### config.mk
export PLATFORM = sky130hd
export DESIGN_NAME = mi3_fifo
export DESIGN_NICKNAME = d
export VERILOG_FILES = /design/src/mi3_pkg.sv /design/src/mi3_fifo.sv
export SDC_FILE = /design/constraint.sdc
export NUM_CORES = 1
export LEC_CHECK = 0
export BUFFER_PORTS_ARGS = -buffer_cell sky130_fd_sc_hd__buf_2
export CAP_MARGIN = 30
export CORE_MARGIN = 1.5
export CORE_UTILIZATION = 57
export DETAILED_ROUTE_END_ITERATION = 12
export MAX_ROUTING_LAYER = met4
export PLACE_DENSITY = 0.79
export SLEW_MARGIN = 40
export SYNTH_ARGS = -nofsm -noshare
export SYNTH_HDL_FRONTEND = slang
export SYNTH_SLANG_ARGS = --single-unit
### constraint.sdc
create_clock -name clk -period 13.1 [get_ports clk]
set_input_delay 0.655 -clock clk [delete_from_list [all_inputs] [get_ports clk]]
set_output_delay 0.655 -clock clk [all_outputs]
set_load 0.005 [all_outputs]
### src/mi3_pkg.sv
// Shared types and constants for the 3x3 matrix inverse block.
// Used by every module under src; depends on nothing.
package mi3_pkg;

  localparam int W_IN     = 16;            // Q4.12 matrix entry
  localparam int W_PROD   = 2 * W_IN;      // 2x2 minor product
  localparam int W_COF    = W_PROD + 1;    // cofactor, Q9.24
  localparam int W_DET    = 49;            // determinant, Q13.36
  localparam int W_DPROD  = W_IN + W_COF;  // row-0 entry times cofactor
  localparam int W_OUT    = 32;            // Q16.16 result
  localparam int FRAC_SH  = 28;            // quotient scaling
  localparam int W_MAG    = W_COF - 1;     // cofactor magnitude
  localparam int W_NUM    = W_MAG + FRAC_SH;
  localparam int Q_BITS   = W_OUT - 1;     // quotient bits below saturation
  localparam int W_SH     = W_DET + Q_BITS;
  localparam int DIV_LAT  = Q_BITS + 1;    // prep stage plus one per bit
  localparam int N_ENT    = 9;
  localparam int FIFO_DEPTH = 4;
  localparam int FIFO_AW    = 2;

  typedef logic signed [W_IN-1:0]  entry_t;
  typedef logic signed [W_COF-1:0] cof_t;
  typedef logic signed [W_DET-1:0] det_t;
  typedef logic signed [W_OUT-1:0] inv_t;

  // One classified matrix handed from the front part to the back part.
  typedef struct packed {
    cof_t [N_ENT-1:0] cof;   // cofactor of entry r,c at index r*3+c
    det_t             det;
  } work_t;

  typedef struct packed {
    logic full;
    logic empty;
  } fifo_stat_t;

  localparam inv_t INV_MAX = inv_t'({1'b0, {(W_OUT-1){1'b1}}});
  localparam inv_t INV_MIN = inv_t'({1'b1, {(W_OUT-1){1'b0}}});

endpackage

### src/mi3_fifo.sv
// Short queue that decouples the front part from the divider back part.
// Depends on mi3_pkg.
module mi3_fifo import mi3_pkg::*; (
  input  logic       clk,
  input  logic       rst,
  input  logic       push,
  input  work_t      wdata,
  input  logic       pop,
  output work_t      rdata,
  output fifo_stat_t stat
);

  work_t              mem [FIFO_DEPTH];
  logic [FIFO_AW-1:0] wptr, rptr;
  logic [FIFO_AW:0]   count;

  always_ff @(posedge clk) begin
    if (push) begin
      mem[wptr] <= wdata;
    end
  end

  always_ff @(posedge clk) begin
    if (rst) begin
      wptr  <= '0;
      rptr  <= '0;
      count <= '0;
    end else begin
      if (push) wptr <= wptr + 1'b1;
      if (pop)  rptr <= rptr + 1'b1;
      count <= count + (FIFO_AW+1)'(push) - (FIFO_AW+1)'(pop);
    end
  end

  assign rdata      = mem[rptr];
  assign stat.full  = (count == (FIFO_AW+1)'(FIFO_DEPTH));
  assign stat.empty = (count == '0);

endmodule

After elaboration in Yosys (flattened, before gate mapping):

Memory sizes are Yosys's and may differ from the RTL's. A register that Yosys moved wholly into a read port is not among the register bits.
Cells that the tools add are included.

* register bits after elaboration: 7
* bits in writable memories: 1384
* output and inout bits: 348
* memories kept: 1

Memories
* mem: words 4, bits a word 346, rd ports 1, clocked after Yosys merged registers in 1, write ports 1, line mi3_fifo.sv:13 `work_t mem [FIFO_DEPTH];`

* add/sub/neg operators: 4
* equality and inequality tests: 1
* mux-type cells: 4
* reduce and logical (&&, ||, !) cells: 1

Operators by type and width (number)
* 2-bit by 1-bit adder with 2-bit output, second input constant: 2
* 2-bit two-way mux: 2
* 3-bit by 1-bit adder with 3-bit output: 1
* 3-bit == test, second input constant: 1
* 3-bit logical NOT: 1
* 3-bit by 1-bit subtractor with 3-bit output: 1
* 1-bit two-way mux: 2

Depth between registers and ports, before layout:

Gate-level depths: netlist of the first run.

* depth in word-level cells: 3
* mapped depth: 7

Worst setup path after synthesis of the first run:

No wires, ideal clock.

* path type: in2reg
* start: input port push
* end: memory mem[0][0] in the netlist's numbering, enable pin
* setup time: 0.751 ns
* arrival time: 8.447 ns
* data required time: 12.349 ns
* setup slack: 3.902 ns
* cell stages on the path: 1
* buffers on the path: 0
* cells stage by stage: and2_1

* word-level cells in the longest chain between the ends: 2

Ends and longest elaborated chain
* start, declared: line mi3_fifo.sv:6 `input logic push,`
* 1-bit two-way mux: line mi3_fifo.sv:18 `if (push) begin`
* 1-bit two-way mux (not written as such): line mi3_fifo.sv:19 `mem[wptr] <= wdata;`
* end, declared: line mi3_fifo.sv:13

Every way passes these cells.

==> flow_summary.json, run 1 <==
{
  "initial_core_util_pct": 57.5,
  "ys_warn_count": 0,
  "die_h_um": 301,
  "wl_met3_mm": 10.1,
  "sw_frac_of_total_pct": 21.9,
  "synth_top_area_share_pct": 82.0,
  "r2r_cells": 4,
  "crit_chain": "clkbuf_8 -> buf_4 -> buf_6 -> mux4_2 -> buf_2",
  "setup.worst_path.end_class": "output port",
  "track_usage_pct": 26.0,
  "clock_latency_ps": 740,
  "fin_cells": 3983,
  "cts_setup_buffers": 0,
  "post-route-util_pct": 67.7,
  "tightest_slew_ps": 817,
  "worstSetupStartpointType": "flip-flop",
  "worst_ep_required_time_ps": 12440,
  "final_cell_area_um2": 59800,
  "postCtsResizedCells": 0,
  "rr_startpoint": "wptr[0]",
  "setup_violations": 0,
  "grt_max_degree": 91,
  "routedWlPerCell_um": 28.5,
  "die_x_um": 301,
  "cpPeakStageDelay_ps": 840,
  "hold_path_depth": 1,
  "total_power_w": 0.00979,
  "outcome": "finished clean",
  "arrival_ps": 4470,
  "ys_types": 21,
  "ant_nets": 0,
  "hold_buffers": 0,
  "holdPathEnd": "mem[3][73]",
  "drcViolationCount": 0,
  "synth_area_per_cell_um2": 27.4,
  "grt_pass1_vias": 24986,
  "ios": 698,
  "clockBufferDepth": 3,
  "skew_ps": 26.5,
  "wl_met1_mm": 37.8,
  "antenna_found_initial": 66,
  "port_buffers": 697,
  "syn2layout_area_growth_pct": 17.8,
  "clockPowerShare_pct": 38.1,
  "numCtsBuffers": 135,
  "dp_hpwl_mm": 66.4,
  "timing.final.max_slew_violations": 0,
  "overflow": 0,
  "powerDensity_nw_per_um2": 164,
  "dpl_cell_area_um2": 55300,
  "synth.cell_area_um2": 50700,
  "ys_seq_area_share_pct": 82.3,
  "seq_power_share_pct": 53.0,
  "dr.pass1.iters": 5,
  "pwr-share-comb_pct": 8.8,
  "min-delay-path-class": "in2reg",
  "finalCritPeriodShare_pct": 39.1,
  "wl_met2_mm": 59.7,
  "synth.largest_area_cell": "edfxtp_1",
  "routed_via_density": 5.92,
  "switchingPower_w": 0.00214,
  "synth_area_leaders": "edfxtp_1, mux4_2, buf_12",
  "clk_pin_slew_worst_paths_ps": 70,
  "drive_gt1_share_pct": 46.2,
  "relSlewSlack_pct": 45.5,
  "rows": 109,
  "setup.worst_path.class": "reg2out",
  "maxCapViolCount": 0,
  "drtIter0Drc": 2224,
  "rsz0062_at_grt": "no",
  "dr.max_layer_used": "met4",
  "fin_nets": 2997,
  "htreeDepth": 4,
  "cpMaxStageDelayCell": "dfxtp_4",
  "syn_inst": 1849,
  "drt-total-wl_mm": 113,
  "hold_start": "wdata[73]",
  "fmax_ghz": 0.195,
  "hold_viol": 0,
  "fin_tns_setup_ps": 0,
  "crit_buf_inv": 4,
  "via_count": 23567,
  "crit_family": "buffers and inverters",
  "timing.rr.end": "mem[3][176]",
  "ys_ff_latch": 1393,
  "cts_sinks": 1393,
  "synth_nets": 2206,
  "place_congestion": 0.785,
  "min_period_ps": 5130,
  "intPower_w": 0.00765,
  "irDropWorstVdd_uv": 169,
  "dieArea_um2": 90800,
  "place_inst": 3668,
  "core-area_um2": 88200,
  "root_buffer": "clkbuf_16",
  "critPathMaxFanout": 58,
  "cts_tree": "done",
  "leakagePower_nw": 19.9,
  "grt_pass1_wl_mm": 164,
  "reg2reg_slack_ps": 10730
}
Yosys cell counts:
master	n
edfxtp_1	1384
mux4_2	346
buf_2	35
buf_12	33
dfxtp_1	9
buf_6	6
ha_1	6
inv_1	6
nor2_1	5
and2_1	4
clkbuf_1	3
nor2b_1	2
xnor2_1	2
a21bo_2	1
a21oi_1	1
and3_1	1
fa_1	1
mux2i_1	1
nand3b_1	1
nor3_1	1
xor3_1	1
power groups by stage:
| stage | Combinational (W) | Clock (W) | Sequential (W) |
|---|---|---|---|
| final | 0.000865 | 0.00373 | 0.00519 |
| after global placement | 0.000827 | 0 | 0.00527 |
| after CTS | 0.000877 | 0.00379 | 0.00520 |
| after floorplan | 0.000498 | 0 | 0.00532 |
| after detailed placement | 0.000862 | 0 | 0.00528 |
| after global routing | 0.000923 | 0.00396 | 0.00521 |
cells in the final DEF (no fill, tap or decap), types with 2 or more instances in the layout:
master      instances
and2_4              4
buf_12             10
buf_16              7
buf_2             697
buf_4               3
buf_6              12
bufinv_16           9
clkbuf_1           20
clkbuf_16         139
clkbuf_8            2
clkinv_1           36
clkinv_2           23
clkinv_8            4
clkinvlp_4          3
dfxtp_1             7
dfxtp_4             2
diode_2            74
edfxtp_1         1384
ha_1                6
inv_1               6
inv_6               6
mux4_2            346
nor2_1              5
nor2b_1             2
xnor2_1             2
worst max-delay path by stage:
| stage | from | to | slack, ps | cells past startpoint |
|---|---|---|---|---|
| floorplan | push | mem[0][0] | 3900 | 1 |
| detailed placement | flip-flop | rdata[233] | 8550 | 5 |
| global placement | flip-flop | rdata[288] | 8000 | 5 |
| finish | flip-flop | rdata[267] | 7970 | 5 |
| global route | flip-flop | rdata[233] | 7520 | 5 |
| CTS | flip-flop | rdata[267] | 7740 | 5 |
stage by stage:
step | hold slack, ps | worst slack (ps)
after floorplan | 492 | 3900
after global placement | 508 | 8000
after detailed placement | 522 | 8550
after CTS | 64.4 | 7740
after global routing | 90.3 | 7520
final | 128 | 7970
final cells by class:
type,instances,area [µm²]
Tap cell,1165,1460
Clock buffer,159,3550
Antenna cell,74,185
Fill cell,5153,28500
Sequential cell,1393,41700
Inverter,6,22.5
Multi-Input combinational cell,373,8040
Timing Repair Buffer,731,4070
Clock inverter,82,681
per-layer routing:
metal | track usage [%] | vias to the layer above
li1 | - | 9761
met2 | 41.4 | 1199
met1 | 29.1 | 12312
met3 | 7.76 | 295
met5 | - | -
met4 | 15.5 | 0
state kept, by name, indices dropped and copies added, names as in the netlist, named ones only:
signal	flops
rptr	2
mem	1384
wptr	2
count	3
logic make-up after synthesis:
kind of cell / share of synthesized area [%]
buffers and inverters: 1.85
AO/OA/AOI/OAI: 0.0296
multiplexers: 15.4
AND/OR/NAND/NOR: 0.148
flip-flops: 82.3
XOR/XNOR: 0.0814
adder cells (fa/ha/maj): 0.188
worst reg2reg max path, delay by kind of cell (launching register included):
kind | cells | cell delay [ps]
adder cells (fa/ha/maj) | 1 | 180
buffers and inverters | 2 | 970
flip-flops | 1 | 400
AND/OR/NAND/NOR | 1 | 390
Note: power is estimated with default switching activity, not from simulation.
==> run 2, diff against run 1 <==
Settings changed: ABC_AREA set to 1, CORE_UTILIZATION 57 to 52, PLACE_DENSITY 0.79 to 0.76.
Clock period 13.1 ns to 4.5 ns, I/O delays scaled along.
==> run 2 against run 1 <==
  * Non-clock buffer count is 381 higher
  * Global-route usage fell by 2.1 points
  * Register-to-register slack got worse by 8900 ps
  * Clock power increased to 3.0 times the previous value
  * Critical endpoint is now rdata[213]
  * Critical path type unchanged
  * Utilization down 2.7 points
  * Sequential power increased to 2.9 times the previous value
  * Clock-buffer cell count grew 29
  * Combinational power rose to 3.3 times the previous value
==> flow_summary.json, run 2 <==
{
  "die_h_um": 327,
  "syn_inst": 4093,
  "irDropWorstVdd_uv": 483,
  "cts_tree": "done",
  "cpMaxStageDelayCell": "dfxtp_4",
  "htreeDepth": 4,
  "initial_core_util_pct": 52.6,
  "fin_cells": 6638,
  "setup.worst_path.class": "reg2out",
  "nFillCells": 6930,
  "fin_nets": 5475,
  "setup_violations": 0,
  "largest_register": "mem",
  "root_buffer": "clkbuf_16",
  "crit_family": "buffers and inverters",
  "cpPeakStageDelay_ps": 720,
  "maxCapViolCount": 0,
  "antenna_found_initial": 28,
  "setup.worst_path.end_class": "output port",
  "postCtsResizedCells": 0,
  "syn2layout_area_growth_pct": 23.6,
  "dp_slack_ps": 1910,
  "yosysMostFrequentCell": "edfxtp_1",
  "drcViolationCount": 0,
  "dr.pass1.iters": 6,
  "drt-total-wl_mm": 126,
  "place_congestion": 0.812,
  "rsz0062_at_grt": "no",
  "core-area_um2": 104000,
  "arrival_ps": 2940,
  "ys.flop_type": "edfxtp_1",
  "cpMostUsedCell": "buf_12",
  "overflow": 0,
  "dieArea_um2": 107000,
  "min-delay-path-class": "in2reg",
  "numCtsBuffers": 142,
  "grt_max_degree": 153,
  "reg_top3": "mem (1384), count (3)",
  "ios": 698,
  "netlist_top_cells_count": "edfxtp_1, inv_1, nand2_1",
  "leakagePower_nw": 26.2,
  "grt_pass1_wl_mm": 191,
  "largest_register_ffs": 1384,
  "final_common_cell": "edfxtp_1",
  "routedWlPerCell_um": 18.9,
  "fmax_ghz": 0.315,
  "synth_top_area_share_pct": 76.0,
  "rows": 118,
  "die_x_um": 327,
  "rr_startpoint": "wptr[0]",
  "post-route-util_pct": 65.0,
  "synth_edf_count": 1384,
  "ys_types": 17,
  "synth.cell_area_um2": 54700,
  "clk_pin_slew_worst_paths_ps": 60,
  "layout_setup_ws_ps": 1330,
  "hold_viol": 0,
  "clock_latency_ps": 750,
  "port_buffers": 697,
  "outcome": "finished clean",
  "crit_chain": "buf_12 -> buf_12 -> a21oi_1 -> o21ai_0 -> nand2_1 -> buf_2",
  "grt_pass1_vias": 34423,
  "crit_buf_inv": 3,
  "cts_setup_buffers": 0,
  "relSlewSlack_pct": 46.0,
  "worstSetupStartpointType": "flip-flop",
  "synth_nets": 4450,
  "synth_area_leaders": "edfxtp_1, inv_1, nand2_1",
  "tightest_slew_ps": 811,
  "hold_start": "wdata[62]",
  "clockBufferDepth": 3,
  "skew_ps": 16.6,
  "finalCritPeriodShare_pct": 70.4,
  "fin_tns_setup_ps": 0,
  "place_inst": 6004,
  "drtIter0Drc": 2778,
  "mostFrequentLayoutCells": "edfxtp_1, inv_1, nand2_1, buf_2, a21oi_1",
  "async_flop_share_pct": 0,
  "hold_buffers": 350,
  "timing.final.max_slew_violations": 0,
  "powerDensity_nw_per_um2": 431,
  "worst_ep_required_time_ps": 4280,
  "synth.largest_area_cell": "edfxtp_1",
  "cts_sinks": 1393,
  "dp_hpwl_mm": 73.4,
  "ys_warn_count": 0,
  "routed_via_density": 5.26,
  "ys_seq_area_share_pct": 76.3,
  "synth_area_per_cell_um2": 13.4,
  "ys_ff_latch": 1393,
  "min_period_ps": 3170,
  "drive_gt1_share_pct": 18.7,
  "critPathMaxFanout": 152,
  "fin_hold_ws_ps": 218,
  "track_usage_pct": 23.8,
  "ant_nets": 0,
  "via_count": 34926
}
-- run 2: changes by cell type in the layout (fill, tap and decap cells not counted), moves of 27 or more --
cell / previous run / this run
nand2_1: 0 / 697
inv_1: 6 / 702
a21oi_1: 1 / 352
dlygate4sd3_1: 0 / 350
o21ai_0: 0 / 350
mux4_2: 346 / 0
o211ai_1: 0 / 340
diode_2: 74 / 28
buf_4: 3 / 30
-- run 2: cell type report --
cell class                 count  area [µm²]  share of cell area (%)
sequential                  1393       41800                    61.8
multi-input combinational   1761        8900                    13.2
timing repair buffer        1112        7990                    11.8
clock buffer                 188        3860                    5.71
inverter                     708        2670                    3.95
tap                         1380        1730                    2.55
clock inverter                68         614                   0.909
antenna                       28        70.1                   0.104
-- run 2: worst paths after layout --
kind	to	cells after the start	slack (ps)
worst max register to register	mem[0][128]	8	1850
worst min-delay path	mem[2][62]	2	220
worst min register to register	flip-flop	2	470
worst max-delay path	rdata[213]	6	1330
-- run 2: worst reg2reg max path: stages, from the launching register on --
cell	delay (ps)
dfxtp_2	340
inv_2	80
ha_2	170
nand2_2	60
clkinvlp_4	170
buf_12	310
buf_12	310
buf_16	350
buf_16	420
-- run 2: per-stage QoR --
| step | area, µm² | power, W |
|---|---|---|
| finish | 67600 | 0.0291 |
| detailed placement | 59500 | 0.0177 |
| global route | 67600 | 0.0301 |
| global placement | 59200 | 0.0176 |
| floorplan | 54700 | 0.0166 |
| CTS | 67500 | 0.0292 |
-- run 2: kinds of logic (layout without fill, tap and decap cells) --
group / after synthesis / after routing / share of synthesized area [%]
DFF: 1393 / 1393 / 76.3
AOI/OAI and AO/OA: 1048 / 1048 / 11.2
buffers and inverters: 939 / 2076 / 7.41
and+or+nand+nor: 706 / 706 / 4.85
adders and majority gates: 7 / 7 / 0.174
other: 0 / 28 / 0
-- run 2: layer usage --
layer / track usage (%) / vias up / wire length (µm)
met1: 27.4 / 16804 / 46200
met3: 4.84 / 373 / 8810
met5: - / - / 0
met4: 13.3 / 0 / 6960
li1: - / 16408 / -
met2: 39.2 / 1341 / 63500
-- run 2: report_power, final --
part           switching, W  internal (W)
Sequential         0.000136        0.0149
Clock               0.00481       0.00648
Combinational       0.00177       0.00105
